<file path="config.mk">
export PLATFORM = sky130hd
export DESIGN_NAME = backlight_supply_and_level_controller
export DESIGN_NICKNAME = d
export VERILOG_FILES = /design/src/sv/blc_pkg.sv /design/src/sv/backlight_supply_and_level_controller.sv /design/src/sv/blc_pass.sv
export SDC_FILE = /design/constraint.sdc
export NUM_CORES = 1
export LEC_CHECK = 0
export ABC_AREA = 1
export BUFFER_PORTS_ARGS = -buffer_cell sky130_fd_sc_hd__clkbuf_2
export CAP_MARGIN = 20
export CORE_AREA = 2 2 200 143
export DETAILED_ROUTE_END_ITERATION = 12
export DIE_AREA = 0 0 202 145
export MAX_ROUTING_LAYER = met4
export PLACE_DENSITY_LB_ADDON = 0.05
export REMOVE_ABC_BUFFERS = 1
export SETUP_SLACK_MARGIN = 0.5
export SKIP_CTS_REPAIR_TIMING = 1
export SLEW_MARGIN = 20
export SYNTH_ARGS = -nofsm -noshare
export SYNTH_HDL_FRONTEND = slang
export SYNTH_HIERARCHICAL = 1
export SYNTH_SLANG_ARGS = --single-unit
</file>
<file path="constraint.sdc">
create_clock -name clk -period 9.4 [get_ports clk]
set_clock_uncertainty 0.15 [all_clocks]
set_input_delay 0.47 -clock clk [delete_from_list [all_inputs] [get_ports clk]]
set_output_delay 0.47 -clock clk [all_outputs]
set_load 0.05 [all_outputs]
</file>
<file path="src/sv/blc_pkg.sv">
`default_nettype none
// ----------------------------------------------------------------------------
// blc_pkg
// Shared types, constants and helpers of the backlight supply and level
// controller.
// ----------------------------------------------------------------------------
package blc_pkg;

  localparam int unsigned CFG_IDX_W = 3;
  localparam int unsigned CFG_DATA_W = 16;
  localparam int unsigned IN_DATA_W = 40;
  localparam int unsigned OUT_DATA_W = 16;

  localparam logic [CFG_IDX_W-1:0] REG_MODE        = 3'd0;
  localparam logic [CFG_IDX_W-1:0] REG_VOLT_LOW    = 3'd1;
  localparam logic [CFG_IDX_W-1:0] REG_VOLT_HIGH   = 3'd2;
  localparam logic [CFG_IDX_W-1:0] REG_MAX_CURRENT = 3'd3;
  localparam logic [CFG_IDX_W-1:0] REG_COEF_MIN    = 3'd4;
  localparam logic [CFG_IDX_W-1:0] REG_COEF_MAX    = 3'd5;
  localparam logic [CFG_IDX_W-1:0] REG_COEF_STEP   = 3'd6;
  localparam logic [CFG_IDX_W-1:0] REG_DEBUG_HOLD  = 3'd7;

  localparam logic [2:0] MODE_PRESET = 3'd0;
  localparam logic [2:0] MODE_STEP   = 3'd1;
  localparam logic [2:0] MODE_POT22  = 3'd2;
  localparam logic [2:0] MODE_POT47  = 3'd3;

  localparam logic [9:0] PRESET_HIGH  = 10'd716;
  localparam logic [9:0] PRESET_MID   = 10'd409;
  localparam logic [9:0] POT22_OFFSET = 10'd0;
  localparam logic [4:0] POT22_SLOPE  = 5'd1;
  localparam logic [9:0] POT47_OFFSET = 10'd0;
  localparam logic [4:0] POT47_SLOPE  = 5'd1;

  localparam logic [8:0]  RESTART_LIMIT = 9'h1F0;
  localparam logic [15:0] HOLD_MAX      = 16'hFFFF;
  localparam logic [9:0]  LEVEL_MAX     = 10'd1023;

  typedef struct packed {
    logic [2:0]  mode;
    logic [9:0]  volt_low;
    logic [9:0]  volt_high;
    logic [9:0]  max_current;
    logic [9:0]  coef_min;
    logic [9:0]  coef_max;
    logic [9:0]  coef_step;
    logic [15:0] debug_hold_ticks;
  } cfg_t;

  typedef struct packed {
    logic [9:0] voltage;
    logic [9:0] current;
    logic [3:0] buttons;
    logic       mem_button;
    logic [9:0] pot_level;
    logic       timer_tick;
  } item_t;

  typedef struct packed {
    logic        power_on;
    logic        mem_switch_on;
    logic [9:0]  pwm_coefficient;
    logic        debug_active;
    logic        mode_error;
  } result_t;

  typedef struct packed {
    logic [3:0]  prev_buttons;
    logic        prev_mem_level;
    logic        switch_closed;
    logic [8:0]  restart_count;
    logic        mem_switch;
    logic        in_debug;
    logic        timer_running;
    logic [15:0] hold_count;
    logic [9:0]  level;
  } state_t;

  localparam cfg_t CFG_RESET = '{
    mode: 3'd0, volt_low: 10'd0, volt_high: 10'd1023, max_current: 10'd1023,
    coef_min: 10'd102, coef_max: 10'd1023, coef_step: 10'd32,
    debug_hold_ticks: 16'd100
  };

  localparam state_t STATE_RESET = '{
    prev_buttons: 4'hF, prev_mem_level: 1'b1, switch_closed: 1'b1,
    restart_count: 9'd0, mem_switch: 1'b0, in_debug: 1'b0,
    timer_running: 1'b0, hold_count: 16'd0, level: 10'd102
  };

  // linear pot map, saturated to the level range
  function automatic logic [9:0] pot_map(input logic [9:0] pot, input logic [9:0] base,
                                         input logic [9:0] offset, input logic [4:0] slope);
    logic signed [17:0] diff;
    logic signed [17:0] v;
    diff = $signed({8'd0, pot}) - $signed({8'd0, offset});
    v = $signed({8'd0, base}) + $signed({13'd0, slope}) * diff;
    if (v < 18'sd0) begin
      pot_map = 10'd0;
    end else if (v > $signed({8'd0, LEVEL_MAX})) begin
      pot_map = LEVEL_MAX;
    end else begin
      pot_map = v[9:0];
    end
  endfunction

endpackage
`default_nettype wire

</file>
<file path="src/sv/backlight_supply_and_level_controller.sv">
`default_nettype none
// ----------------------------------------------------------------------------
// backlight_supply_and_level_controller
// Supply supervision, power switch restart, memory button handling and
// dimming level control, one control pass per input beat.
// ----------------------------------------------------------------------------
// a beat goes from the input register through the pass into the result register
// throughput: 1 beat per cycle unless out_tready stalls the result register
// a stalled result register holds one beat while one more waits in the input register
// reset: synchronous, active low; clears state, configuration and both pipeline valids
module backlight_supply_and_level_controller (
  input  wire                                 clk,
  input  wire                                 rst_n,
  input  wire                                 in_tvalid,
  output logic                                in_tready,
  // voltage[9:0], current[19:10], buttons[23:20], mem_button[24],
  // pot_level[34:25], timer_tick[35], zero[39:36]
  input  wire  [blc_pkg::IN_DATA_W-1:0]       in_tdata,
  output logic                                out_tvalid,
  input  wire                                 out_tready,
  // power_on[0], mem_switch_on[1], pwm_coefficient[11:2], debug_active[12],
  // mode_error[13], zero[15:14]
  output logic [blc_pkg::OUT_DATA_W-1:0]      out_tdata,
  input  wire                                 cfg_valid,
  output logic                                cfg_ready,
  input  wire  [blc_pkg::CFG_IDX_W-1:0]       cfg_index,
  input  wire  [blc_pkg::CFG_DATA_W-1:0]      cfg_data
);
  import blc_pkg::*;

  cfg_t    cfg_r, cfg_nxt;
  state_t  state_r, state_nxt, pass_state;
  item_t   item_r, item_in;
  result_t out_r, pass_res;
  logic    s1_valid_r, s1_valid_nxt;
  logic    out_valid_r, out_valid_nxt;
  logic    advance, fire, in_fire;

  assign item_in.voltage    = in_tdata[9:0];
  assign item_in.current    = in_tdata[19:10];
  assign item_in.buttons    = in_tdata[23:20];
  assign item_in.mem_button = in_tdata[24];
  assign item_in.pot_level  = in_tdata[34:25];
  assign item_in.timer_tick = in_tdata[35];

  assign cfg_ready = 1'b1;
  assign advance   = !out_valid_r || out_tready;
  assign in_tready = !s1_valid_r || advance;
  assign in_fire   = in_tvalid && in_tready;
  assign fire      = s1_valid_r && advance;

  blc_pass u_pass (
    .cfg       (cfg_r),
    .state     (state_r),
    .item      (item_r),
    .state_nxt (pass_state),
    .res       (pass_res)
  );

  always_comb begin
    cfg_nxt = cfg_r;
    if (cfg_valid && cfg_ready) begin
      case (cfg_index)
        REG_MODE:        cfg_nxt.mode = cfg_data[2:0];
        REG_VOLT_LOW:    cfg_nxt.volt_low = cfg_data[9:0];
        REG_VOLT_HIGH:   cfg_nxt.volt_high = cfg_data[9:0];
        REG_MAX_CURRENT: cfg_nxt.max_current = cfg_data[9:0];
        REG_COEF_MIN:    cfg_nxt.coef_min = cfg_data[9:0];
        REG_COEF_MAX:    cfg_nxt.coef_max = cfg_data[9:0];
        REG_COEF_STEP:   cfg_nxt.coef_step = cfg_data[9:0];
        REG_DEBUG_HOLD:  cfg_nxt.debug_hold_ticks = cfg_data;
        default:         cfg_nxt = cfg_r;
      endcase
    end
  end

  always_comb begin
    state_nxt     = fire ? pass_state : state_r;
    s1_valid_nxt  = in_fire ? 1'b1 : (advance ? 1'b0 : s1_valid_r);
    out_valid_nxt = fire ? 1'b1 : (out_tready ? 1'b0 : out_valid_r);
  end

  always_ff @(posedge clk) begin
    if (!rst_n) begin
      cfg_r       <= CFG_RESET;
      state_r     <= STATE_RESET;
      s1_valid_r  <= 1'b0;
      out_valid_r <= 1'b0;
    end else begin
      cfg_r       <= cfg_nxt;
      state_r     <= state_nxt;
      s1_valid_r  <= s1_valid_nxt;
      out_valid_r <= out_valid_nxt;
    end
  end

  // payload
  always_ff @(posedge clk) begin
    if (in_fire) begin
      item_r <= item_in;
    end
    if (fire) begin
      out_r <= pass_res;
    end
  end

  assign out_tvalid = out_valid_r;
  assign out_tdata  = {2'b00, out_r.mode_error, out_r.debug_active, out_r.pwm_coefficient,
                       out_r.mem_switch_on, out_r.power_on};

  a_restart_bound: assert property (@(posedge clk) disable iff (!rst_n)
    state_r.restart_count <= RESTART_LIMIT)
    else $error("restart count past limit");

  a_debug_sticky: assert property (@(posedge clk) disable iff (!rst_n)
    state_r.in_debug |=> state_r.in_debug)
    else $error("debug mode left");

  a_debug_power: assert property (@(posedge clk) disable iff (!rst_n)
    state_r.in_debug |-> state_r.switch_closed)
    else $error("switch open in debug mode");

  a_mode_error: assert property (@(posedge clk) disable iff (!rst_n)
    (out_valid_r && out_r.mode_error) |-> (cfg_r.mode > MODE_POT47))
    else $error("mode error with valid mode");

endmodule
`default_nettype wire

</file>
<file path="src/sv/blc_pass.sv">
`default_nettype none
// ----------------------------------------------------------------------------
// blc_pass
// One control pass: supply supervision, restart, memory button, debug entry
// and dimming level update, from the current state to the next one.
// ----------------------------------------------------------------------------
module blc_pass (
  input  blc_pkg::cfg_t    cfg,
  input  blc_pkg::state_t  state,
  input  blc_pkg::item_t   item,
  output blc_pkg::state_t  state_nxt,
  output blc_pkg::result_t res
);
  import blc_pkg::*;

  always_comb begin
    state_t      s;
    logic [3:0]  edges;
    logic [10:0] up_sum;
    logic signed [11:0] dn_sum;
    logic        err;
    s = state;
    err = 1'b0;
    up_sum = '0;
    dn_sum = '0;
    edges = '0;

    // hold timer
    if (s.timer_running && item.timer_tick && s.hold_count != HOLD_MAX) begin
      s.hold_count = s.hold_count + 16'd1;
    end

    // supply check
    if (!s.in_debug) begin
      if (item.voltage < cfg.volt_low || item.voltage > cfg.volt_high ||
          item.current > cfg.max_current) begin
        s.switch_closed = 1'b0;
        s.restart_count = '0;
      end
    end

    // restart after a run of good samples
    if (!s.switch_closed) begin
      if (item.voltage > cfg.volt_low && item.voltage < cfg.volt_high) begin
        s.restart_count = s.restart_count + 9'd1;
      end else begin
        s.restart_count = '0;
      end
      if (s.restart_count > RESTART_LIMIT) begin
        s.switch_closed = 1'b1;
        s.restart_count = '0;
      end
    end

    // memory button
    if (item.mem_button != s.prev_mem_level) begin
      if (item.mem_button) begin
        if (!s.in_debug) begin
          s.timer_running = 1'b0;
        end
        s.mem_switch = ~s.mem_switch;
      end else if (!s.in_debug) begin
        s.hold_count = '0;
        s.timer_running = 1'b1;
      end
    end
    s.prev_mem_level = item.mem_button;

    // debug entry
    if (s.hold_count > cfg.debug_hold_ticks) begin
      s.hold_count = '0;
      s.timer_running = 1'b0;
      s.in_debug = 1'b1;
      s.switch_closed = 1'b1;
    end

    // dimming level
    case (cfg.mode)
      MODE_PRESET, MODE_STEP: begin
        edges = ~item.buttons & s.prev_buttons;
        s.prev_buttons = item.buttons;
        if (edges[0]) begin
          s.level = cfg.coef_min;
        end
        if (edges[1]) begin
          s.level = cfg.coef_max;
        end
        if (cfg.mode == MODE_PRESET) begin
          if (edges[2]) begin
            s.level = PRESET_HIGH;
          end
          if (edges[3]) begin
            s.level = PRESET_MID;
          end
        end else begin
          if (edges[2]) begin
            up_sum = {1'b0, s.level} + {1'b0, cfg.coef_step};
            if (up_sum > {1'b0, cfg.coef_max} || up_sum < {1'b0, cfg.coef_min}) begin
              s.level = cfg.coef_max;
            end else begin
              s.level = up_sum[9:0];
            end
          end
          if (edges[3]) begin
            dn_sum = $signed({2'b0, s.level}) - $signed({2'b0, cfg.coef_step});
            if (dn_sum < $signed({2'b0, cfg.coef_min}) ||
                dn_sum > $signed({2'b0, cfg.coef_max})) begin
              s.level = cfg.coef_min;
            end else begin
              s.level = dn_sum[9:0];
            end
          end
        end
      end
      MODE_POT22: begin
        s.level = pot_map(item.pot_level, cfg.coef_min, POT22_OFFSET, POT22_SLOPE);
      end
      MODE_POT47: begin
        s.level = pot_map(item.pot_level, cfg.coef_min, POT47_OFFSET, POT47_SLOPE);
      end
      default: begin
        err = 1'b1;
      end
    endcase

    state_nxt = s;
    res.power_on = s.switch_closed;
    res.mem_switch_on = s.mem_switch;
    res.pwm_coefficient = s.level;
    res.debug_active = s.in_debug;
    res.mode_error = err;
  end

endmodule
`default_nettype wire
</file>
== Word level (Yosys, flattened, before mapping) ==
Index checks and enable logic that the tools add are counted.

* Word-level logic and storage cells: 131
* Bits of input ports: 64
* Register bits after elaboration: 175
* Output and inout port bits: 19

* Bitwise logic cells: 3
* Muxes and demuxes: 36
* Reductions and logical operators: 31
* Add/sub/neg operators: 5
* Eq/ne operators: 13
* Magnitude comparators: 13

{| class="wikitable"
|+ Operator list
! operator !! number
|-
| $mux 10 || 18
|-
| $mux 17 || 2
|-
| $mux 16 || 2
|-
| $gt 10x10->1 || 3
|-
| $add 10x10->11 || 2
|-
| $lt 10x10->1 || 2
|-
| $pmux 10 s2 || 1
|-
| $gt 18x11->1 const B || 1
|-
| $lt 18x1->1 const B || 1
|-
| $mux 18 || 1
|-
| $mux 9 || 2
|-
| $reduce_and 2->1 || 9
|-
| $add 16x1->16 const B || 1
|-
| $gt 16x16->1 || 1
|-
| $ne 16x16->1 const B || 1
|-
| $eq 3x2->1 const B || 4
|-
| $eq 3x3->1 const B || 4
|-
| $gt 12x11->1 || 1
|-
| $lt 12x11->1 || 1
|-
| $gt 11x10->1 || 1
|-
| $lt 11x10->1 || 1
|-
| $sub 10x10->11 || 1
|-
| $mux 1 || 10
|-
| $add 9x1->9 const B || 1
|-
| 15 further kinds || 30
|}

== Longest topological paths before layout ==
Gate-level depths: netlist of run 1.

* Depth after elaboration: 19
* Mapped depth: 56
* Mapped depth without buffers: 53

== Modules after synthesis ==
Netlist of run 1, hierarchy kept.

{| class="wikitable"
|+ By module, submodules not included
! module !! instances !! sequential area each (um^2) !! cells each !! area an instance (um^2)
|-
| backlight_supply_and_level_controller || 1 || 4003.8 || 711 || 6318.6
|-
| blc_pass || 1 || 0.0 || 1022 || 5824.3
|}

== Worst setup path after synthesis of run 1 ==
Ideal clock, no wire load.

* Path kind: reg-to-reg
* From: register item_r[13] in the netlist's numbering
* To: register state_r[0] in the netlist's numbering
* Cell stages (with the launch flop): 51
* Period minus slack after synthesis: 7.456 ns
* Arrival: 7.193 ns
* Library setup time: 0.113 ns
* Setup slack: 1.944 ns
* Buffers on the path: 4
* Cell sequence: edfxtp_1 > nor2_1 > clkinv_1 > clkbuf_1 > o21ai_0 > inv_1 > ha_1 > a21oi_1 > o21ai_0 > a21oi_1 > nor2_1 > o21ai_0 > nand2_1 > or2_2 > nand2_1 > inv_1 > ha_1 > nand4_1 > (+15 left out) > xor2_1 > inv_1 > ha_1 > nand2_1 > or4_1 > nand2_1 > buf_2 > nand3_1 > nand2_1 > nor2_1 > nor2_1 > nand2_1 > nand2_1 > nand2_1 > buf_4 > nand3b_1 > nand2_1 > nor2_1

{| class="wikitable"
|+ RTL lines
! element !! line !! source
|-
| start: declaration || backlight_supply_and_level_controller.sv:33 || <nowiki>item_t item_r, item_in;</nowiki>
|-
| start signal: assignment || backlight_supply_and_level_controller.sv:100 || <nowiki>item_r <= item_in;</nowiki>
|-
| end signal: assignment || backlight_supply_and_level_controller.sv:91 || <nowiki>state_r <= state_nxt;</nowiki>
|-
| end: declaration || backlight_supply_and_level_controller.sv:32 || <nowiki>state_t state_r, state_nxt, pass_state;</nowiki>
|}

==> results of run 1 <==
==> cell usage after synthesis (5+ instances only) <==
cell type  instances
nor2_2            16
ha_1             117
o21ai_0           47
o31ai_1            5
nor2_1           255
xor2_1            18
edfxtp_1          50
nand2_2            6
nor3_1            18
nand4_1           18
a21oi_1           77
or2_2              6
nand3b_1          37
buf_1              9
o211ai_1           8
a211oi_1           8
nand2_1          437
buf_2             16
nand3_1          138
inv_2              7
o22ai_1            7
buf_4             20
dfxtp_1          125
nor4_1             5
a21o_1             6
clkbuf_1          19
xnor2_1           11
inv_1            194
==> per-layer routing <==
layer / wire, microns / global-route usage / up-vias / share of wire
met5: 0 / - / - / 0
met4: 509 / 0.0574 / 0 / 0.015
met3: 1950 / 0.0382 / 42 / 0.056
met2: 14500 / 0.347 / 287 / 0.41
met1: 18000 / 0.370 / 5051 / 0.52
li1: - / - / 5723 / -
==> sequential cells by signal, summed over array words and instances, names as in the netlist <==
signal      count
s1_valid_r      1
item_r         36
out_tvalid      1
out_tdata      14
state_r        44
cfg_r          79
==> worst max path at each step <==
stage | end | slack [ns]
final | state_r[9] | 1.23
after CTS | state_r[9] | 0.54
after global routing | state_r[9] | 0.52
after floorplan | state_r[9] | 1.94
after global placement | state_r[9] | 0.67
after detailed placement | state_r[9] | 0.59
==> power by group through the flow <==
| stage | clock network (mW) | registers, mW | logic (mW) |
|---|---|---|---|
| 5_1_grt | 0.762 | 0.861 | 0.888 |
| 3_3_place_gp | 0 | 0.872 | 0.742 |
| 2_1_floorplan | 0 | 0.878 | 0.533 |
| 3_5_place_dp | 0 | 0.873 | 0.751 |
| 4_1_cts | 0.735 | 0.856 | 0.758 |
| 6_report | 0.718 | 0.856 | 0.783 |
==> kinds of logic after synthesis <==
family          share of synthesized area
simple gates                        0.340
xor+xnor                           0.0209
flops                               0.330
fa+ha+maj                           0.126
buf+inv                            0.0931
other cells                      0.000618
compound gates                     0.0903
==> final cells by class <==
class / instances / area (sq um) / area share
Sequential cell: 175 / 4000 / 0.299
Timing Repair Buffer: 86 / 460 / 0.0344
Tap cell: 371 / 464 / 0.0347
Timing Repair inverter: 1 / 5.00 / 0.000374
Clock inverter: 10 / 92.6 / 0.00691
Clock buffer: 22 / 495 / 0.0370
Multi-Input combinational cell: 1288 / 7100 / 0.530
Inverter: 205 / 776 / 0.0579
==> stage by stage <==
| step | worst slack, ns | instances | utilization | hold WS [ns] | area (sq um) |
|---|---|---|---|---|---|
| final | 1.23 | 2158 | 0.489 | 0.0375 | 13400 |
| after global routing | 0.523 | 2158 | 0.489 | 0.0216 | 13400 |
| after CTS | 0.543 | 2152 | 0.484 | 0.0154 | 13300 |
| after detailed placement | 0.585 | 2120 | 0.463 | 0.293 | 12700 |
| after global placement | 0.668 | 2120 | 0.463 | 0.289 | 12700 |
| after floorplan | 1.94 | 1668 | - | 0.279 | 11800 |
==> run summary, run 1 <==
Antenna viol nets, final = 0
Layout fillers = 2807
Setup crit end kind = flop
DR WL/cell = 16.2 microns
Most common cell after layout, fill and taps aside = nand2_1
Worst hold endpoint = item_r[11]
Area grow syn2layout = 10.3%
Setup TNS = 0 ns
Reg-to-Reg End = state_r[9]
Initial DRC count = 883
Ratio of cells with drive above 1 in the final layout = 0.102
CTS root buffer = clkbuf_16
F_max = 0.122 GHz
Switching pwr = 882 uW
Fin crit share = 0.869
Combinational Power Share = 0.332
DR vias = 11.1k
Max-Cap Viols = 0
Async S/R FF share, synth = 0
Pins Over Slew Limit = 0
Core area = 27400 sq um
Syn Inst Count = 1733
WP buf/inv = 6
Row count = 51
Sequential fraction of the synthesis area = 0.330
Maximum buffer depth of the clock tree = 2
Worst path depth = 43
Top cell type's share of synthesized area = 0.206
Unique masters post-synth = 56
N_diodes = 0
Sw frac = 0.374
Peak VDD IR = 0.000129 V
Initial Util = 0.444
Most common flop cell mapped by yosys = dfxtp_1
Pin count of the biggest net entering global routing = 100
Worst-case reg-to-reg path depth = 43
Nets = 1958
Mapped Avg Cell Area = 7.01 sq um
Synth area leaders = dfxtp_1, nand2_1, edfxtp_1
CP peak stage delay = 0.57 ns
CTS tree = done
Critical Path AT = 8.37 ns
CP Launch Point = state_r[41]
Total track usage = 0.247
Drt pass-1 iters = 5
Status = finished, final reports clean
Commonest non-fill, non-tap cells in the layout = nand2_1, nor2_1, inv_1
Pint = 1.48 mW
Total grt overflow = 0
Delay-heaviest family, CP = simple AND/OR/NAND/NOR gates
Worst r2r src = state_r[41]
Vias per cell = 5.15
Initial antenna violation count = 0
Buffers on Ports = 75
Tmin final = 8.17 ns
Crit-path max FO = 17
Slew margin rel. = 0.258
Crit-path most repeated cell = nand2_1
Leading area contributor after synthesis = dfxtp_1
Critical path class = reg2reg
Worst hold path class = in2reg
First-pass GRT wire length = 55.2 mm
Reg power frac = 0.363
Worst EP required = 9.59 ns
CP max stage cell = or4_1
Final HPWL DP = 26.1 mm
Worst-Margin Slew = 1.11 ns
Num CTS Buffers = 17
Worst-Skew Late Latency = 0.45 ns
Clock sinks = 175
Floorplan die width = 202 microns
Vias in the first global route = 9997
Die Y-Extent = 145 microns
Htree depth = 4
Worst hold path stage count = 1
Leak = 6.55 nW
GP Congestion = 0.914
Clk slew on worst S/H paths = 0.07 ns
Pwr Total = 2.36 mW
Clock Power Share = 0.305
DRT Wirelength = 34.9 mm
Worst Min Path Start = in_tdata[24]
Final Setup Violations = 0
Post-synth EDFFs = 50
YS warnings = 6
Mapped cell area = 12100 sq um
Worst reg2reg setup slack = 1.23 ns
Total DRC errors in the routed layout = 0
Critical Path Source Type = flop
Flops & latches, synth = 175
RSZ-0062 raised after global routing = no
Die area = 29300 sq um
Pwr per Cell Area = 176 nW/um^2
I/O pin count = 83
Final Hold Fails = 0
No activity file was read; power rests on OpenSTA's default activity.
==> run 2, diff against run 1 <==
--- a/config.mk
+++ b/config.mk
@@ -11,7 +11,6 @@
 export CORE_AREA = 2 2 200 143
 export DETAILED_ROUTE_END_ITERATION = 12
 export DIE_AREA = 0 0 202 145
-export MAX_ROUTING_LAYER = met4
 export PLACE_DENSITY_LB_ADDON = 0.05
 export REMOVE_ABC_BUFFERS = 1
 export SETUP_SLACK_MARGIN = 0.5
==> run 2 against run 1 <==
Power fell by 0.24%; combinational power down 1%; worst setup slack worse by 0.026 ns; maximum frequency is 0.32% lower; critical endpoint is now state_r[8]; critical path type unchanged; highest routed layer unchanged; final area fell by 0.39%.
==> run summary, run 2 (synthesized netlist as in run 1, its figures left out) <==
Status = finished, final reports clean
Fin worst setup slack = 1.20 ns
Floorplan die width = 202 microns
N_diodes = 0
Commonest non-fill, non-tap cells in the layout = nand2_1, nor2_1, inv_1
I/O pin count = 83
RSZ-0062 raised after global routing = no
Tmin final = 8.20 ns
Largest registers = cfg_r: 79 flops, state_r: 44 flops, item_r: 36 flops
Crit-path max FO = 17
Pins Over Slew Limit = 0
Final Hold Fails = 0
Top reg by flops = cfg_r
CTS root buffer = clkbuf_16
Busiest grt layer = met1
GR Util met3 = 0.0355
Antenna viol nets, final = 0
Crit-path most repeated cell = nand2_1
Pin count of the biggest net entering global routing = 100
Max-Cap Viols = 0
Worst-Margin Slew = 1.12 ns
Total DRC errors in the routed layout = 0
Slew margin rel. = 0.254
Final Util = 0.487
Critical Path Source Type = flop
Initial DRC count = 962
Setup crit end kind = flop
Ratio of cells with drive above 1 in the final layout = 0.0974
Die area = 29300 sq um
Multi-input logic area = 7040 sq um
F_max = 0.122 GHz
CP peak stage delay = 0.42 ns
Clk slew on worst S/H paths = 0.08 ns
Final Setup Violations = 0
Fin crit share = 0.872
Buffers on Ports = 75
Most common cell after layout, fill and taps aside = nand2_1
Critical Path AT = 8.38 ns
Worst hold path class = in2reg
Initial Util = 0.444
Row count = 51
Maximum buffer depth of the clock tree = 2
Initial antenna violation count = 0
Vias in the first global route = 10.2k
Met2 usage = 0.348
Final HPWL DP = 26.3 mm
DR WL/cell = 16.2 microns
Setup TNS = 0 ns
Layout fillers = 2814
DR vias = 11.1k
Worst-Skew Late Latency = 0.44 ns
Core area = 27400 sq um
Leak = 6.54 nW
Clock sinks = 175
Htree depth = 4
Dpl ws = 0.741 ns
Total track usage = 0.242
CP max stage cell = fa_1
Pwr per Cell Area = 176 nW/um^2
Num CTS Buffers = 17
DRT Wirelength = 34.9 mm
Max reg flops = 79
Area grow syn2layout = 9.87%
GP Congestion = 0.939
First-pass GRT wire length = 55.9 mm
Total grt overflow = 0
Post-Layout Cell Count = 2157
Reg area = 4000 sq um
Peak VDD IR = 0.000117 V
Critical path class = reg2reg
CTS tree = done
Nets = 1957
Pwr Total = 2.35 mW
Drt pass-1 iters = 6
Worst EP required = 9.59 ns
Die Y-Extent = 145 microns
Met1 usage = 0.375
DP Cell Count = 2124
Vias per cell = 5.16
run 2: changes by cell type in the layout (fill, tap and decap cells not counted), moves of 2 or more:
cell / previous run / this run
clkinv_2: 0 / 2
inv_4: 4 / 1
o22ai_1: 4 / 7
o22ai_2: 3 / 0
run 2: final timing paths:
check	from	to	slack (ns)	cells after the start
max reg2reg	item_r[13]	state_r[8]	1.20	48
min reg2reg	cfg_r[30]	cfg_r[30]	0.31	2
min	in_tdata[8]	item_r[34]	0.05	1
max	item_r[13]	state_r[8]	1.20	48
run 2: cell type report:
cell class,instances,area share
repair buffers,86,0.0345
well taps,371,0.0348
clock buffers,19,0.0339
flip-flops and latches,175,0.300
inverters,205,0.0577
clock inverters,13,0.0111
multi-input cells,1288,0.528
run 2: worst max-delay path, delay by kind of cell (launching register included):
| kind | cells | cell delay (ns) |
|---|---|---|
| XOR/XNOR | 1 | 0.34 |
| flip-flops | 1 | 0.40 |
| adder cells (fa/ha/maj) | 5 | 1.64 |
| AND/OR/NAND/NOR | 27 | 3.37 |
| AO/OA/AOI/OAI | 11 | 1.72 |
| buffers and inverters | 4 | 0.46 |
run 2: layer usage:
metal,share of wire,wire length (microns)
met1,0.51,17900
met2,0.41,14400
met3,0.060,2090
met4,0.015,526
met5,0,0
run 2: power breakdown:
group | leakage (nW) | switching (mW) | total, mW | internal [mW]
clock | 0.300 | 0.332 | 0.723 | 0.391
combinational | 4.74 | 0.506 | 0.772 | 0.266
sequential | 1.50 | 0.0362 | 0.856 | 0.820
total | 6.54 | 0.875 | 2.35 | 1.48
run 2: per-stage QoR:
stage	instance area, sq um	hold slack, ns
6_report	13300	0.0496
5_1_grt	13300	0.0256
4_1_cts	13300	0.0322
3_5_place_dp	12700	0.295
3_3_place_gp	12700	0.289
2_1_floorplan	11800	0.279
==> run 3, diff against run 2 <==
--- a/config.mk
+++ b/config.mk
@@ -5,12 +5,11 @@
 export SDC_FILE = /design/constraint.sdc
 export NUM_CORES = 1
 export LEC_CHECK = 0
-export ABC_AREA = 1
 export BUFFER_PORTS_ARGS = -buffer_cell sky130_fd_sc_hd__clkbuf_2
 export CAP_MARGIN = 20
-export CORE_AREA = 2 2 200 143
+export CORE_AREA = 2 2 199 142
 export DETAILED_ROUTE_END_ITERATION = 12
-export DIE_AREA = 0 0 202 145
+export DIE_AREA = 0 0 201 144
 export PLACE_DENSITY_LB_ADDON = 0.05
 export REMOVE_ABC_BUFFERS = 1
 export SETUP_SLACK_MARGIN = 0.5
==> run 3 against run 2 <==
Wire length decreased by 2.7%; global-route usage is 0.24 points lower; area after synthesis is 1.0% lower; critical path depth is 11 lower; register-to-register slack got worse by 0.26 ns; die area shrank 1.2%; maximum frequency decreased by 3.1%; sequential cell count unchanged; worst setup slack got worse by 0.26 ns; utilization decreased by 0.47 points; non-clock buffer count increased by 6; sequential share of layout area rose by 0.43 points.
==> run summary, run 3 <==
Leak = 5.74 nW
Most common cell after layout, fill and taps aside = nand2_1
Syn Inst Count = 1410
Critical Path Source Type = flop
Top cell type's share of synthesized area = 0.208
RSZ-0062 raised after global routing = no
Status = finished, final reports clean
Total grt overflow = 0
Initial DRC count = 837
Die Y-Extent = 144 microns
Nets = 1622
Clock sinks = 175
Leading area contributor after synthesis = dfxtp_1
Critical Path AT = 8.63 ns
Total track usage = 0.239
First-pass GRT wire length = 52.7 mm
DR vias = 10.1k
Pin count of the biggest net entering global routing = 109
Antenna viol nets, final = 0
Sequential fraction of the synthesis area = 0.333
Final Hold Fails = 0
Ratio of cells with drive above 1 in the final layout = 0.121
Pwr Total = 2.20 mW
F_max = 0.118 GHz
Vias in the first global route = 9051
Worst hold path class = in2reg
YS warnings = 6
Commonest non-fill, non-tap cells in the layout = nand2_1, dfxtp_1, ha_1
Most common flop cell mapped by yosys = dfxtp_1
Initial antenna violation count = 0
Worst EP required = 9.58 ns
Peak VDD IR = 0.000114 V
Core area = 27200 sq um
I/O pin count = 83
Tmin final = 8.46 ns
Post-synth top cells = nand2_1, dfxtp_1, ha_1
Fin crit share = 0.900
DR WL/cell = 18.6 microns
Worst-Margin Slew = 1.02 ns
Total DRC errors in the routed layout = 0
Drt pass-1 iters = 5
Buffers on Ports = 75
Initial Util = 0.441
Vias per cell = 5.52
N_diodes = 0
Layout fillers = 2650
Slew margin rel. = 0.322
Final Setup Violations = 0
GP Congestion = 0.983
Mapped cell area = 12000 sq um
Clk slew on worst S/H paths = 0.08 ns
Async S/R FF share, synth = 0
CP max stage cell = edfxtp_1
Die area = 28900 sq um
Setup TNS = 0 ns
Crit-path max FO = 11
Largest registers = cfg_r: 79 flops, state_r: 44 flops, item_r: 36 flops
Synth area leaders = dfxtp_1, edfxtp_1, ha_1
Max reg flops = 79
CTS tree = done
Mapped Avg Cell Area = 8.52 sq um
Worst-Skew Late Latency = 0.45 ns
CTS root buffer = clkbuf_16
Pwr per Cell Area = 167 nW/um^2
Floorplan die width = 201 microns
Setup crit end kind = flop
Maximum buffer depth of the clock tree = 2
Pins Over Slew Limit = 0
Area grow syn2layout = 9.43%
Crit-path most repeated cell = ha_1
CP peak stage delay = 0.42 ns
DRT Wirelength = 34.0 mm
Num CTS Buffers = 17
Most frequent cell after synthesis = nand2_1
Htree depth = 4
Top reg by flops = cfg_r
Final HPWL DP = 25.5 mm
Post-synth EDFFs = 50
Unique masters post-synth = 94
Critical path class = reg2reg
Max-Cap Viols = 0
Flops & latches, synth = 175
Row count = 51
[run 3: area by class of cell]
| type | instances | area (sq um) | share of cell area |
|---|---|---|---|
| Multi-Input combinational cell | 1044 | 7140 | 0.543 |
| Sequential cell | 175 | 4000 | 0.304 |
| Inverter | 108 | 405 | 0.0308 |
| Tap cell | 371 | 464 | 0.0353 |
| Clock inverter | 11 | 104 | 0.00790 |
| Clock buffer | 21 | 514 | 0.0391 |
| Timing Repair Buffer | 92 | 522 | 0.0397 |
[run 3: path summary, 6_finish.rpt]
| check | from | endpoint | depth (start not counted) | slack, ns |
|---|---|---|---|---|
| setup / recovery | item_r[12] | state_r[8] | 37 | 0.94 |
| hold / removal | in_tdata[30] | item_r[6] | 1 | 0.03 |
| setup reg to reg | item_r[12] | state_r[8] | 37 | 0.94 |
| hold reg to reg | cfg_r[13] | cfg_r[13] | 2 | 0.31 |
[run 3: power by group]
group	switching (mW)	internal (mW)	total [mW]
registers	0.0248	0.808	0.832
logic	0.382	0.244	0.627
clock network	0.338	0.404	0.742
[run 3: worst max-delay path: cells and delay by family (launching register included)]
kind / cells / cell delay, ns
compound gates: 16 / 3.20
xor+xnor: 2 / 0.49
fa+ha+maj: 6 / 1.87
buf+inv: 3 / 0.57
flops: 1 / 0.42
mux: 3 / 0.58
simple gates: 7 / 1.02
[run 3: kinds of logic after synthesis]
family,share of synthesized area
mux,0.0534
other cells,0.000625
xor+xnor,0.0284
simple gates,0.220
buf+inv,0.0784
flops,0.333
compound gates,0.159
fa+ha+maj,0.127
[run 3: metal layers]
metal	vias to the layer above	routed length, microns	GRT usage
met2	308	12300	0.304
met4	0	347	0.0581
li1	5044	-	-
met3	32	2850	0.0721
met5	-	0	0
met1	4667	18500	0.379
[run 3: through the flow]
stage / area [sq um] / worst slack, ns / utilization / hold WS [ns] / cells
final: 13200 / 0.943 / 0.483 / 0.0348 / 1822
after detailed placement: 12400 / 0.912 / 0.457 / 0.297 / 1786
after floorplan: 11500 / 0.879 / - / 0.284 / 1327
after CTS: 13100 / 0.851 / 0.479 / 0.0117 / 1818
after global placement: 12400 / 0.974 / 0.457 / 0.293 / 1786
after global routing: 13200 / 0.530 / 0.483 / 0.00940 / 1822
